## config.mk

```make
export PLATFORM = sky130hd
export DESIGN_NAME = constant_fraction_discriminator
export DESIGN_NICKNAME = d
export VERILOG_FILES = /design/src/rtl/core/cfd_pkg.sv /design/src/rtl/core/cfd_div.sv /design/src/rtl/core/constant_fraction_discriminator.sv
export SDC_FILE = /design/constraint.sdc
export NUM_CORES = 2
export LEC_CHECK = 0
export BUFFER_PORTS_ARGS = -buffer_cell sky130_fd_sc_hd__buf_2
export CORE_ASPECT_RATIO = 0.75
export CORE_UTILIZATION = 55
export CTS_CLUSTER_SIZE = 10
export DETAILED_ROUTE_END_ITERATION = 12
export PLACE_DENSITY_LB_ADDON = 0.08
export SETUP_SLACK_MARGIN = 0.15
export SLEW_MARGIN = 20
export SYNTH_ARGS = -nofsm -noshare
export SYNTH_HDL_FRONTEND = slang
export SYNTH_SLANG_ARGS = --single-unit
```

## constraint.sdc

```tcl
create_clock -name clk -period 13.04 [get_ports clk]
set_input_delay 2.608 -clock clk [delete_from_list [all_inputs] [get_ports clk]]
set_output_delay 2.608 -clock clk [all_outputs]
set_load 0.01 [all_outputs]
```

## src/rtl/core/cfd_pkg.sv

```systemverilog
// ----------------------------------------------------------------------------
// cfd_pkg
// Shared types and constants of the constant fraction discriminator: sum and
// divider widths, status codes, register indexes and register reset values.
// ----------------------------------------------------------------------------
package cfd_pkg;

  // Width of one CFD sum: a delayed term times 2^16 minus fraction times a
  // prompt term, both terms 18-bit signed.
  localparam int SUM_W  = 36;
  // Width of a difference of two sums.
  localparam int DIFF_W = SUM_W + 1;
  // Unsigned divider operand width: the denominator stays below 2^35.
  localparam int DIV_W  = SUM_W;
  // Interpolation fraction bits of the crossing time.
  localparam int Q_BITS = 8;
  // Crossing time width and its largest value.
  localparam int TIME_W = 18;
  localparam logic [TIME_W-1:0] TIME_MAX = '1;

  // A denominator below this value has den * 100 under one ADC count (2^20).
  localparam longint GUARD_DEN = ((64'd1 << 20) + 64'd99) / 64'd100;

  typedef logic signed [SUM_W-1:0]  sum_t;
  typedef logic signed [DIFF_W-1:0] diff_t;
  typedef logic [DIV_W-1:0]         div_t;
  typedef logic [Q_BITS-1:0]        quo_t;

  // Result status codes.
  localparam logic [1:0] ST_OK      = 2'd0;
  localparam logic [1:0] ST_NO_ARM  = 2'd1;
  localparam logic [1:0] ST_NO_ZERO = 2'd2;

  // Configuration register indexes.
  localparam int CFG_ADDR_W = 2;
  localparam logic [CFG_ADDR_W-1:0] REG_THRESHOLD = 2'd0;
  localparam logic [CFG_ADDR_W-1:0] REG_FRACTION  = 2'd1;
  localparam logic [CFG_ADDR_W-1:0] REG_DELAY     = 2'd2;

  // Register reset values.
  localparam logic [11:0] THRESHOLD_RST = 12'd2600;
  localparam logic [15:0] FRACTION_RST  = 16'd29491;
  localparam logic [5:0]  DELAY_RST     = 6'd11;

endpackage

```

## src/rtl/core/cfd_div.sv

```systemverilog
// ----------------------------------------------------------------------------
// cfd_div
// Restoring divider for the zero-crossing interpolation. It returns
// floor(num * 2^Q_BITS / den) for num < den, one quotient bit per cycle.
// ----------------------------------------------------------------------------
module cfd_div (
  input  logic          clk,
  input  logic          rst,
  input  logic          start,
  input  cfd_pkg::div_t num,
  input  cfd_pkg::div_t den,
  output logic          done,
  output cfd_pkg::quo_t quo
);

  localparam int CNT_W = $clog2(cfd_pkg::Q_BITS + 1);

  cfd_pkg::div_t          rem;
  cfd_pkg::div_t          den_q;
  logic [CNT_W-1:0]       cnt;
  logic                   busy;
  logic [cfd_pkg::DIV_W:0] rem2;
  logic                   fits;

  // One compare and subtract per quotient bit.
  assign rem2 = {rem, 1'b0};
  assign fits = rem2 >= {1'b0, den_q};

  always_ff @(posedge clk) begin
    if (rst) begin
      busy <= 1'b0;
      done <= 1'b0;
      cnt  <= '0;
    end else begin
      done <= 1'b0;
      if (start) begin
        rem   <= num;
        den_q <= den;
        quo   <= '0;
        cnt   <= CNT_W'(cfd_pkg::Q_BITS);
        busy  <= 1'b1;
      end else if (busy) begin
        if (fits) begin
          rem <= cfd_pkg::DIV_W'(rem2 - {1'b0, den_q});
        end else begin
          rem <= cfd_pkg::DIV_W'(rem2);
        end
        quo <= {quo[cfd_pkg::Q_BITS-2:0], fits};
        cnt <= cnt - 1'b1;
        if (cnt == CNT_W'(1)) begin
          busy <= 1'b0;
          done <= 1'b1;
        end
      end
    end
  end

endmodule

```

## src/rtl/core/constant_fraction_discriminator.sv

```systemverilog
// ----------------------------------------------------------------------------
// constant_fraction_discriminator
// Digital CFD for negative-going pulses: arms on two samples under the
// threshold, forms delayed minus attenuated sums over a window, and gives
// one interpolated crossing time with a status on the last sample.
// ----------------------------------------------------------------------------
// A sample beat is taken only in the idle state. The arming sample forms up to
// three window sums and each later sample one, while the window and search are
// open, each through read, multiply and sum steps on the shared multiplier. The
// last sample adds a finish step, the 8-step divider when needed, and any stall.
// Synchronous reset restores the register defaults and clears waveform state;
// the sample history memory needs no clearing.
// ----------------------------------------------------------------------------
module constant_fraction_discriminator #(
  parameter int MAX_DELAY        = 64,
  parameter int ARM_SEARCH_LIMIT = 400,
  parameter int CFD_WINDOW       = 600
) (
  input  logic        clk,
  input  logic        rst,
  // Sample stream.
  input  logic        s_tvalid,
  output logic        s_tready,
  input  logic [31:0] s_tdata,   // [11:0] sample, [27:12] baseline, [31:28] zero
  input  logic        s_tlast,   // last_sample
  // Result stream.
  output logic        m_tvalid,
  input  logic        m_tready,
  output logic [23:0] m_tdata,   // [17:0] crossing_time, [23:18] zero
  output logic [1:0]  m_tuser,   // [1:0] status
  // Configuration writes.
  input  logic                            cfg_we,
  input  logic [cfd_pkg::CFG_ADDR_W-1:0]  cfg_addr,
  input  logic [15:0]                     cfg_wdata
);

  localparam int DEPTH = MAX_DELAY + 3;
  localparam int PTR_W = $clog2(DEPTH);
  localparam int AW    = PTR_W + 2;
  localparam int DW    = $clog2(MAX_DELAY + 1);
  localparam int CW    = (DW > 6) ? DW : 6;
  localparam int IDX_W = 16;
  localparam int PSW   = IDX_W + 2;
  localparam int AIW   = $clog2(ARM_SEARCH_LIMIT);
  localparam int TW    = PSW + cfd_pkg::Q_BITS + 1;

  typedef enum logic [2:0] {
    S_IDLE, S_STEP, S_MUL, S_SUM, S_FIN, S_DIV, S_OUT
  } state_t;

  state_t state;

  // Configuration registers.
  logic [11:0] threshold;
  logic [15:0] fraction;
  logic [5:0]  delay_samples;

  // Waveform state.
  logic [IDX_W-1:0] n;
  logic [PTR_W-1:0] wptr;
  logic [IDX_W-1:0] nq;
  logic [PTR_W-1:0] wq;
  logic [AIW-1:0]   arm_index;
  logic             armed;
  logic             found;
  logic             last_q;
  logic [15:0]      held_baseline;
  logic [11:0]      h0, h1, h2;
  logic [1:0]       koff;
  cfd_pkg::sum_t    prev_sum;
  cfd_pkg::sum_t    sum_before;
  cfd_pkg::sum_t    sum_after;
  logic signed [PSW-1:0] cross_base;
  logic [1:0]       status_q;

  // Per-step pipeline registers.
  logic             kd_valid, k_valid, pos_ge1;
  logic [11:0]      rdata;
  logic signed [17:0] wdel_q;
  logic signed [34:0] prod_q;

  // Sample history memory.
  logic [11:0] hist_mem [DEPTH];

  // Input beat fields.
  logic [11:0] in_sample;
  logic [15:0] in_baseline;
  logic        s_accept;
  logic        arm_now;

  assign in_sample   = s_tdata[11:0];
  assign in_baseline = s_tdata[27:12];
  assign s_tready    = (state == S_IDLE);
  assign s_accept    = s_tvalid && s_tready;

  // Arming: this sample and the previous one both under the threshold.
  assign arm_now = !armed && (n != '0) && (n <= IDX_W'(ARM_SEARCH_LIMIT)) &&
                   (h0 < threshold) && (in_sample < threshold);

  // Delay saturated at MAX_DELAY.
  logic [CW-1:0] dly_ext;
  logic [DW-1:0] d_eff;
  assign dly_ext = CW'(delay_samples);
  assign d_eff   = (dly_ext > CW'(MAX_DELAY)) ? DW'(MAX_DELAY) : DW'(dly_ext);

  // Window position of k = nq - koff, relative to start = arm_index - 1.
  logic signed [PSW-1:0] pos;
  logic                  step_active;
  assign pos = $signed(PSW'(nq)) - $signed(PSW'(koff)) - $signed(PSW'(arm_index)) +
               $signed(PSW'(1));
  assign step_active = !found && (pos >= 0) && (pos < CFD_WINDOW);

  // Memory address of k - d, taken modulo the history depth.
  logic [AW-1:0]    raddr_sum;
  logic [PTR_W-1:0] raddr;
  assign raddr_sum = AW'(wq) + AW'(2 * DEPTH) - AW'(koff) - AW'(d_eff);
  always_comb begin
    if (raddr_sum >= AW'(2 * DEPTH)) begin
      raddr = PTR_W'(raddr_sum - AW'(2 * DEPTH));
    end else if (raddr_sum >= AW'(DEPTH)) begin
      raddr = PTR_W'(raddr_sum - AW'(DEPTH));
    end else begin
      raddr = PTR_W'(raddr_sum);
    end
  end

  // Prompt and delayed inverted samples: baseline - 16 * sample.
  logic [11:0]        xk;
  logic signed [17:0] wk, wdel;
  always_comb begin
    case (koff)
      2'd0:    xk = h0;
      2'd1:    xk = h1;
      default: xk = h2;
    endcase
  end
  assign wk   = k_valid ? ($signed({2'b0, held_baseline}) - $signed({2'b0, xk, 4'b0}))
                        : 18'sd0;
  assign wdel = kd_valid ? ($signed({2'b0, held_baseline}) - $signed({2'b0, rdata, 4'b0}))
                         : 18'sd0;

  // CFD sum of the current step.
  cfd_pkg::sum_t s_calc;
  assign s_calc = (cfd_pkg::sum_t'(wdel_q) <<< 16) - cfd_pkg::sum_t'(prod_q);

  // Interpolation operands and the guard on the denominator.
  cfd_pkg::diff_t num_d, den_d;
  logic           div_ok;
  assign num_d  = -cfd_pkg::diff_t'(sum_before);
  assign den_d  = cfd_pkg::diff_t'(sum_after) - cfd_pkg::diff_t'(sum_before);
  assign div_ok = (den_d > 0) && (num_d >= 0) &&
                  (den_d >= cfd_pkg::diff_t'(cfd_pkg::GUARD_DEN));

  // Shared divider.
  logic          div_start, div_done;
  cfd_pkg::quo_t div_quo;
  assign div_start = (state == S_FIN) && armed && found && div_ok;

  cfd_div u_div (
    .clk   (clk),
    .rst   (rst),
    .start (div_start),
    .num   (cfd_pkg::div_t'(num_d)),
    .den   (cfd_pkg::div_t'(den_d)),
    .done  (div_done),
    .quo   (div_quo)
  );

  // Crossing time, clamped to the output range.
  logic signed [TW-1:0]        t_full;
  logic [cfd_pkg::TIME_W-1:0]  t_sat;
  assign t_full = ($signed(TW'(cross_base)) <<< cfd_pkg::Q_BITS) +
                  $signed(TW'(div_quo));
  always_comb begin
    if (t_full < 0) begin
      t_sat = '0;
    end else if (t_full > $signed(TW'(cfd_pkg::TIME_MAX))) begin
      t_sat = cfd_pkg::TIME_MAX;
    end else begin
      t_sat = cfd_pkg::TIME_W'(t_full);
    end
  end

  // State after a finished window step.
  state_t step_next;
  assign step_next = (koff != 2'd0) ? S_STEP : (last_q ? S_FIN : S_IDLE);

  // History memory: write on each sample beat, registered read per step.
  always_ff @(posedge clk) begin
    if (s_accept) begin
      hist_mem[wptr] <= in_sample;
    end
    if (state == S_STEP) begin
      rdata <= hist_mem[raddr];
    end
  end

  // Configuration registers.
  always_ff @(posedge clk) begin
    if (rst) begin
      threshold     <= cfd_pkg::THRESHOLD_RST;
      fraction      <= cfd_pkg::FRACTION_RST;
      delay_samples <= cfd_pkg::DELAY_RST;
    end else if (cfg_we) begin
      unique case (cfg_addr)
        cfd_pkg::REG_THRESHOLD: threshold     <= cfg_wdata[11:0];
        cfd_pkg::REG_FRACTION:  fraction      <= cfg_wdata;
        cfd_pkg::REG_DELAY:     delay_samples <= cfg_wdata[5:0];
        default: ;
      endcase
    end
  end

  // Sequencer with registered outputs.
  always_ff @(posedge clk) begin
    if (rst) begin
      state     <= S_IDLE;
      n         <= '0;
      wptr      <= '0;
      armed     <= 1'b0;
      found     <= 1'b0;
      arm_index <= '0;
      prev_sum  <= '0;
      koff      <= '0;
      last_q    <= 1'b0;
      m_tvalid  <= 1'b0;
    end else begin
      // A taken result beat drops valid unless a new one is loaded now.
      if (m_tvalid && m_tready && (state != S_OUT)) begin
        m_tvalid <= 1'b0;
      end
      unique case (state)
        S_IDLE: begin
          if (s_accept) begin
            nq     <= n;
            wq     <= wptr;
            last_q <= s_tlast;
            h0     <= in_sample;
            h1     <= h0;
            h2     <= h1;
            if (n == '0) begin
              held_baseline <= in_baseline;
            end
            if (n != '1) begin
              n    <= n + 1'b1;
              wptr <= (wptr == PTR_W'(DEPTH - 1)) ? '0 : wptr + 1'b1;
            end
            if (arm_now) begin
              armed     <= 1'b1;
              arm_index <= AIW'(n - 1'b1);
              prev_sum  <= '0;
              koff      <= 2'd2;
              state     <= S_STEP;
            end else if (armed) begin
              koff  <= 2'd0;
              state <= S_STEP;
            end else if (s_tlast) begin
              state <= S_FIN;
            end
          end
        end
        S_STEP: begin
          kd_valid <= nq >= (IDX_W'(koff) + IDX_W'(d_eff));
          k_valid  <= nq >= IDX_W'(koff);
          pos_ge1  <= pos >= 1;
          if (step_active) begin
            state <= S_MUL;
          end else begin
            state <= step_next;
            if (koff != 2'd0) begin
              koff <= koff - 1'b1;
            end
          end
        end
        S_MUL: begin
          wdel_q <= wdel;
          prod_q <= $signed({1'b0, fraction}) * wk;
          state  <= S_SUM;
        end
        S_SUM: begin
          if (pos_ge1 && (s_calc > 0)) begin
            found      <= 1'b1;
            sum_before <= prev_sum;
            sum_after  <= s_calc;
            cross_base <= $signed(PSW'(nq)) - $signed(PSW'(koff)) - $signed(PSW'(1));
          end
          prev_sum <= s_calc;
          state    <= step_next;
          if (koff != 2'd0) begin
            koff <= koff - 1'b1;
          end
        end
        S_FIN: begin
          if (!armed) begin
            status_q <= cfd_pkg::ST_NO_ARM;
            state    <= S_OUT;
          end else if (!found || !div_ok) begin
            status_q <= cfd_pkg::ST_NO_ZERO;
            state    <= S_OUT;
          end else begin
            status_q <= cfd_pkg::ST_OK;
            state    <= S_DIV;
          end
        end
        S_DIV: begin
          if (div_done) begin
            state <= S_OUT;
          end
        end
        S_OUT: begin
          if (!m_tvalid || m_tready) begin
            m_tvalid <= 1'b1;
            m_tuser  <= status_q;
            m_tdata  <= {6'b0, (status_q == cfd_pkg::ST_OK) ? t_sat
                                                           : {cfd_pkg::TIME_W{1'b0}}};
            n        <= '0;
            wptr     <= '0;
            armed    <= 1'b0;
            found    <= 1'b0;
            prev_sum <= '0;
            state    <= S_IDLE;
          end
        end
        default: state <= S_IDLE;
      endcase
    end
  end

endmodule

```

# Word-level counts from Yosys, hierarchy flattened
# Memories as Yosys holds them, arrays and structs flattened. A register that Yosys moved wholly into a read port is not among the register bits.
# Cells that the tools add are included.
[totals]
memories = 1
ramBits = 804
rom_bits = 0
latchBits = 0
register_bits = 439
in_bits = 56
[op_classes]
n_mux = 59
n_shift = 0
n_eq_ne = 22
n_addsub = 22
multipliers = 1
n_reduce_logical = 56
div = 0
order_cmp = 18
bitwise_logic = 3
[memory_table]
columns = ["memory", "words", "word_bits", "rd", "rd_ports_with_merged_regs", "wr", "line", "source"]
rows = [
  ["hist_mem", 67, 12, 1, 1, 1, "constant_fraction_discriminator.sv:83", "logic [11:0] hist_mem [DEPTH];"],
]
[ops]
columns = ["operator", "n"]
rows = [
  ["2-to-1 mux 36 bit", 6],
  ["case mux 36 bit (3 select lines)", 1],
  ["2-to-1 mux 7 bit", 7],
  ["2-to-1 mux 16 bit", 3],
  [">= comparator 37 x 1 -> 1 bit (second input constant)", 1],
  [">= comparator 37 x 15 -> 1 bit (second input constant)", 1],
  [">= comparator 37 x 36 -> 1 bit", 1],
  ["> comparator 37 x 1 -> 1 bit (second input constant)", 1],
  ["negation 36 -> 37 bit", 1],
  ["subtractor 36 x 36 -> 37 bit", 1],
  ["> comparator 36 x 1 -> 1 bit (second input constant)", 1],
  ["2-to-1 mux 18 bit", 2],
  ["subtractor 33 x 35 -> 36 bit", 1],
  ["subtractor 36 bit", 1],
  ["multiplier 17 x 18 -> 35 bit", 1],
  ["subtractor 16 x 16 -> 17 bit", 2],
  ["case mux 16 bit (2 select lines)", 1],
  ["adder 26 x 9 -> 27 bit", 1],
  ["> comparator 27 x 19 -> 1 bit (second input constant)", 1],
  ["< comparator 27 x 1 -> 1 bit (second input constant)", 1],
  ["2-to-1 mux 3 bit", 9],
  ["< comparator 12 bit", 2],
  ["case mux 12 bit (2 select lines)", 1],
  ["AND reduction 4 bit", 6],
  ["other kinds (59)", 128],
]

# Depth between registers and ports, before layout
[depth]
ltp_word = 9
ltp_mapped = 41
depth_no_buf = 41

# Modules after synthesis
# Synthesis repeated with hierarchy kept, for this count alone.
[hier_totals]
hier_cells = 6039
area_unflattened_um2 = 70000.9
[modules_own_cells]
columns = ["module", "seq_area_each_um2", "cells_per_inst", "n_inst", "area_per_inst_um2"]
rows = [
  ["constant_fraction_discriminator", 33992.6, 5465, 1, 64327.9],
  ["cfd_div", 2522.4, 574, 1, 5672.9],
]

# Least setup slack after synthesis
# Ideal clock, no wire load.
[synth_timing]
kind = "register to register"
startpoint = "register prod_q[3]"
endpoint = "register cross_base[0], enable pin"
stages_incl_launch_ff = 13
required_time_ns = 12.365
synth_period_minus_slack_ns = 10.223
setup_time_ns = 0.675
arrival_ns = 9.548
slack_ns = 2.817
path_cell_list = "edfxtp_1 or3_1 or3_1 clkbuf_1 o41ai_1 o21bai_1 o211ai_1 a31oi_1 a21o_1 a21o_1 a211oi_1 mux2_2 a211oi_1"
[synth_via]
elab_chain_len = 4
[synth_rtl]
columns = ["item", "line", "source"]
rows = [
  ["start: declaration", "constant_fraction_discriminator.sv:80", "logic signed [34:0] prod_q;"],
  ["start signal: assignment", "constant_fraction_discriminator.sv:277", "prod_q <= $signed({1'b0, fraction}) * wk;"],
  ["subtractor 33 x 35 -> 36 bit", "constant_fraction_discriminator.sv:144", "assign s_calc = (cfd_pkg::sum_t'(wdel_q) <<< 16) - cfd_pkg::sum_t'(prod_q);"],
  ["via s_calc[35]", "constant_fraction_discriminator.sv:143", "cfd_pkg::sum_t s_calc;"],
  ["> comparator 36 x 1 -> 1 bit", "constant_fraction_discriminator.sv:281", "if (pos_ge1 && (s_calc > 0)) begin"],
  ["logical AND 1 bit", "constant_fraction_discriminator.sv:281", ""],
  ["AND reduction 3 bit (no source line)", "--", ""],
  ["end signal: assignment", "constant_fraction_discriminator.sv:285", "cross_base <= $signed(PSW'(nq)) - $signed(PSW'(koff)) - $signed(PSW'(1));"],
  ["end: declaration", "constant_fraction_discriminator.sv:73", "logic signed [PSW-1:0] cross_base;"],
]
# The timed path passes the listed nets, and every way through them passes these cells.
# A chain may end at the register's enable or synchronous reset.

# Worst setup path in the final report
[layout_timing]
startpoint = "register koff[1]"
endpoint = "register prod_q[34] (data pin)"
[layout_via]
elab_chain_len = 5
word_cells_on_any_way = 6
classes_between = "1 x add/sub; 1 x mul; 1 x eq/ne; 2 x mux; 1 x reduce/logical"
[layout_rtl]
columns = ["item", "line", "source"]
rows = [
  ["start: declaration", "constant_fraction_discriminator.sv:69", "logic [1:0] koff;"],
  ["start signal: assignment", "constant_fraction_discriminator.sv:271", "koff <= koff - 1'b1;"],
  ["start signal: assignment", "constant_fraction_discriminator.sv:290", "koff <= koff - 1'b1;"],
  ["equality test 2 x 1 -> 1 bit or logical NOT 2 bit (tied branches)", "constant_fraction_discriminator.sv:131", "case (koff)"],
  ["case mux 12 bit (2 select lines) *", "constant_fraction_discriminator.sv:131", ""],
  ["subtractor 16 x 16 -> 17 bit *", "constant_fraction_discriminator.sv:137", "assign wk = k_valid ? ($signed({2'b0, held_baseline}) - $signed({2'b0, xk, 4'b0}))"],
  ["2-to-1 mux 18 bit *", "constant_fraction_discriminator.sv:137", ""],
  ["multiplier 17 x 18 -> 35 bit *", "constant_fraction_discriminator.sv:277", ""],
]
# Mark *: on every way between the ends. The rest lies on a longest branch, timed or not.

==> impl_metrics.yaml <==
outcome:
  outcome: "complete, no violations"
synthesis:
  syn_area_um2: 68050
  ys_seq_area_share_pct: 53.66
  netlist.area_leader.share_pct: 50.22
  synth-edff-count: 1138
  async_reset_ff_share_pct: 0
  ys_warn_count: 0
  syn_inst: 5298
  yosysUniqueCellTypes: 97
  synth_seq_cells: 1255
  synthTopCellsByArea: "edfxtp_1 50%, fa_1 8.6%, mux4_2 5.7%, ha_1 5.5%, dfxtp_1 3.4%"
  syn_area_per_cell_um2: 12.84
  yosysTopAreaCell: "edfxtp_1"
  synthFlopType: "edfxtp_1"
worst_setup_path:
  r2r_end: "prod_q[34]"
  arrival_ps: 11880
  path_class: "register to register"
  endpoint_kind: "register"
  worst-r2r-setup-slack_ps: 1650
  worstPathRequired_ps: 13530
  crit_path_max_fanout: 13
  cpMaxStageDelayCell: "nor2_1"
  setup.worst_path.start_class: "register"
  r2r_cells: 41
  r2r-start: "koff[1]"
  max_stage_delay_ps: 730
clock_network:
  root_buffer: "clkbuf_16"
  cts_buffers: 146
  clk_latency_ps: 760
  clock_sinks: 1255
  cts_resized: 0
  cts-htree-levels: 4
  holdBufCountCts: 0
  clk_pin_slew_ps: 50
  clock_path_buffers: 3
  post_cts_buffers: 0
  cts_tree: "done"
cells_and_area:
  ff_latch_area_um2: 36520
  multi_input_area_um2: 28570
  syn2layout_area_growth_pct: 9.978
  fin_cells: 7146
  nets: 6085
  drive_gt1_share_pct: 11.14
  num-fill-cells: 9570
detailed_routing:
  wirelength_mm: 171.2
  vias_per_cell: 5.967
  via_count: 42640
  drc: 0
  wl_per_cell_um: 23.96
  final_antenna_net_count: 0
  drtPass1Iterations: 5
  drt_iter0_drc: 4484
timing:
  finalHoldViolCount: 0
  whs_ps: 426.3
  post-route-period-util_pct: 87.36
  fmax_mhz: 87.78
  rsz0062_at_grt: "no"
  period_needed_ps: 11390
  setup_tns_ps: 0
  drv_slew: 0
  finClkSkew_ps: 22.18
  maxSlewHeadroom_pct: 23.53
  tightest_slew_ps: 1142
  finalSetupViolCount: 0
worst_hold_path:
  hp-class: "register to register"
  min_from: "prev_sum[4]"
  min_path_cells: 0
  hold_end: "sum_before[4]"
global_route:
  grt_pass1_wl_mm: 257.4
  grt_usage_pct: 27.53
  antenna_found_initial: 7
  gr-total-overflow: 0
  grt_pass1_vias: 40900
  grt_max_degree: 119
floorplanning:
  row_count: 111
  die_h_um: 306.6
  initial_core_util_pct: 55.56
  die_area_um2: 125200
  core-area_um2: 122500
  floorplan.die.width_um: 408.2
  ios: 84
placement:
  portBuffers: 73
  dp_hpwl_mm: 118.8
  dp_cells: 6927
  place_congestion: 0.8988
job:
  drv_cap: 0
-- per-layer routing --
metal | vias up | wire, um | track usage (%)
met2 | 1743 | 67620 | 35.93
met3 | 206 | 17920 | 7.219
met5 | - | 44 | 0
met1 | 21290 | 82350 | 44.98
met4 | 2 | 3280 | 6.750
li1 | 19400 | - | -
-- synth_stat cells, types with 23 or more instances --
library cell / n
clkbuf_1: 129
nand3_1: 63
o21ai_0: 112
a21oi_1: 206
o21a_1: 38
mux4_2: 171
and3_1: 130
nand4_1: 30
inv_1: 597
nand2b_1: 41
nand2_1: 426
dfxtp_1: 117
ha_1: 298
nor4_1: 23
mux2i_1: 64
nor2b_1: 50
edfxtp_1: 1138
and2_1: 80
fa_1: 294
buf_2: 32
a211oi_1: 42
nor2_1: 299
a31oi_1: 52
xor2_1: 68
nor3_1: 94
xnor2_1: 167
a21o_1: 73
a22oi_1: 91
or3_1: 24
-- how the worst max path moves through the flow --
stage | from | to | slack [ps] | cells after the start
floorplan | prod_q[3] | cross_base[0] | 2820 | 12
global placement | koff[1] | prod_q[34] | 1820 | 37
detailed placement | koff[1] | prod_q[34] | 1760 | 37
CTS | koff[1] | prod_q[34] | 1700 | 37
global route | koff[1] | prod_q[34] | 790 | 37
finish | koff[1] | prod_q[34] | 1650 | 41
-- flip-flops by register name, indices dropped and copies added (netlist names), 8 cells and up --
name / count
h2: 12
wdel_q: 17
h1: 12
cross_base: 18
threshold: 12
arm_index: 9
m_tdata: 18
u_div.den_q: 36
prev_sum: 36
hist_mem: 804
h0: 12
held_baseline: 16
fraction: 16
u_div.quo: 8
n: 16
rdata: 12
prod_q: 35
nq: 16
u_div.rem: 36
sum_after: 36
sum_before: 36
-- cells by family (layout without fill, tap and decap cells) --
kind of cell | after synthesis | in the layout | synth area share (%)
adders and majority gates | 592 | 592 | 14.13
DFF | 1255 | 1255 | 53.66
AOI/OAI and AO/OA | 809 | 809 | 7.946
and+or+nand+nor | 1366 | 1366 | 9.884
buffers and inverters | 800 | 1002 | 4.648
other | 1 | 9 | 0.005510
muxes | 239 | 239 | 6.667
xor gates and xnor gates | 236 | 236 | 3.065
-- layout make-up --
type                    count  area share (%)
diodes                      3         0.01003
clock buffers             199           5.271
clock inverters            17          0.3444
inverters                 598           2.999
multi-input cells        3248           38.17
flip-flops and latches   1255           48.79
well taps                1638           2.738
repair buffers            188           1.678
-- metrics by stage --
step                      utilization (%)  setup slack (ps)  instance area, um^2
final                               61.10              1648                74840
after global routing                61.09             786.9                74840
after CTS                           61.06              1703                74800
after detailed placement            57.63              1758                70600
after global placement              57.61              1821                70580
after floorplan                         -              2817                68070
-- cells in the final DEF, fill, tap and decap left out, types with 91 or more instances in the layout --
cell       instances
edfxtp_1        1138
fa_1             294
and3_1           130
nand2_1          426
clkbuf_16        148
dfxtp_1          117
a22oi_1           91
buf_4            114
mux4_2           171
xnor2_1          166
a21oi_1          205
nor3_1            92
o21ai_0          111
nor2_1           271
ha_1             298
inv_1            597
-- worst max-delay path, delay by kind of cell, from the launching register on --
family / cells / cell delay (ps)
adder cells (fa/ha/maj): 9 / 4030
AO/OA/AOI/OAI: 17 / 3750
AND/OR/NAND/NOR: 6 / 1980
buffers and inverters: 7 / 680
flip-flops: 1 / 460
XOR/XNOR: 2 / 210
Power is left out: the tool's default activity adds up to more than one toggle a clock period on the data nets, which glitch-free logic cannot reach.
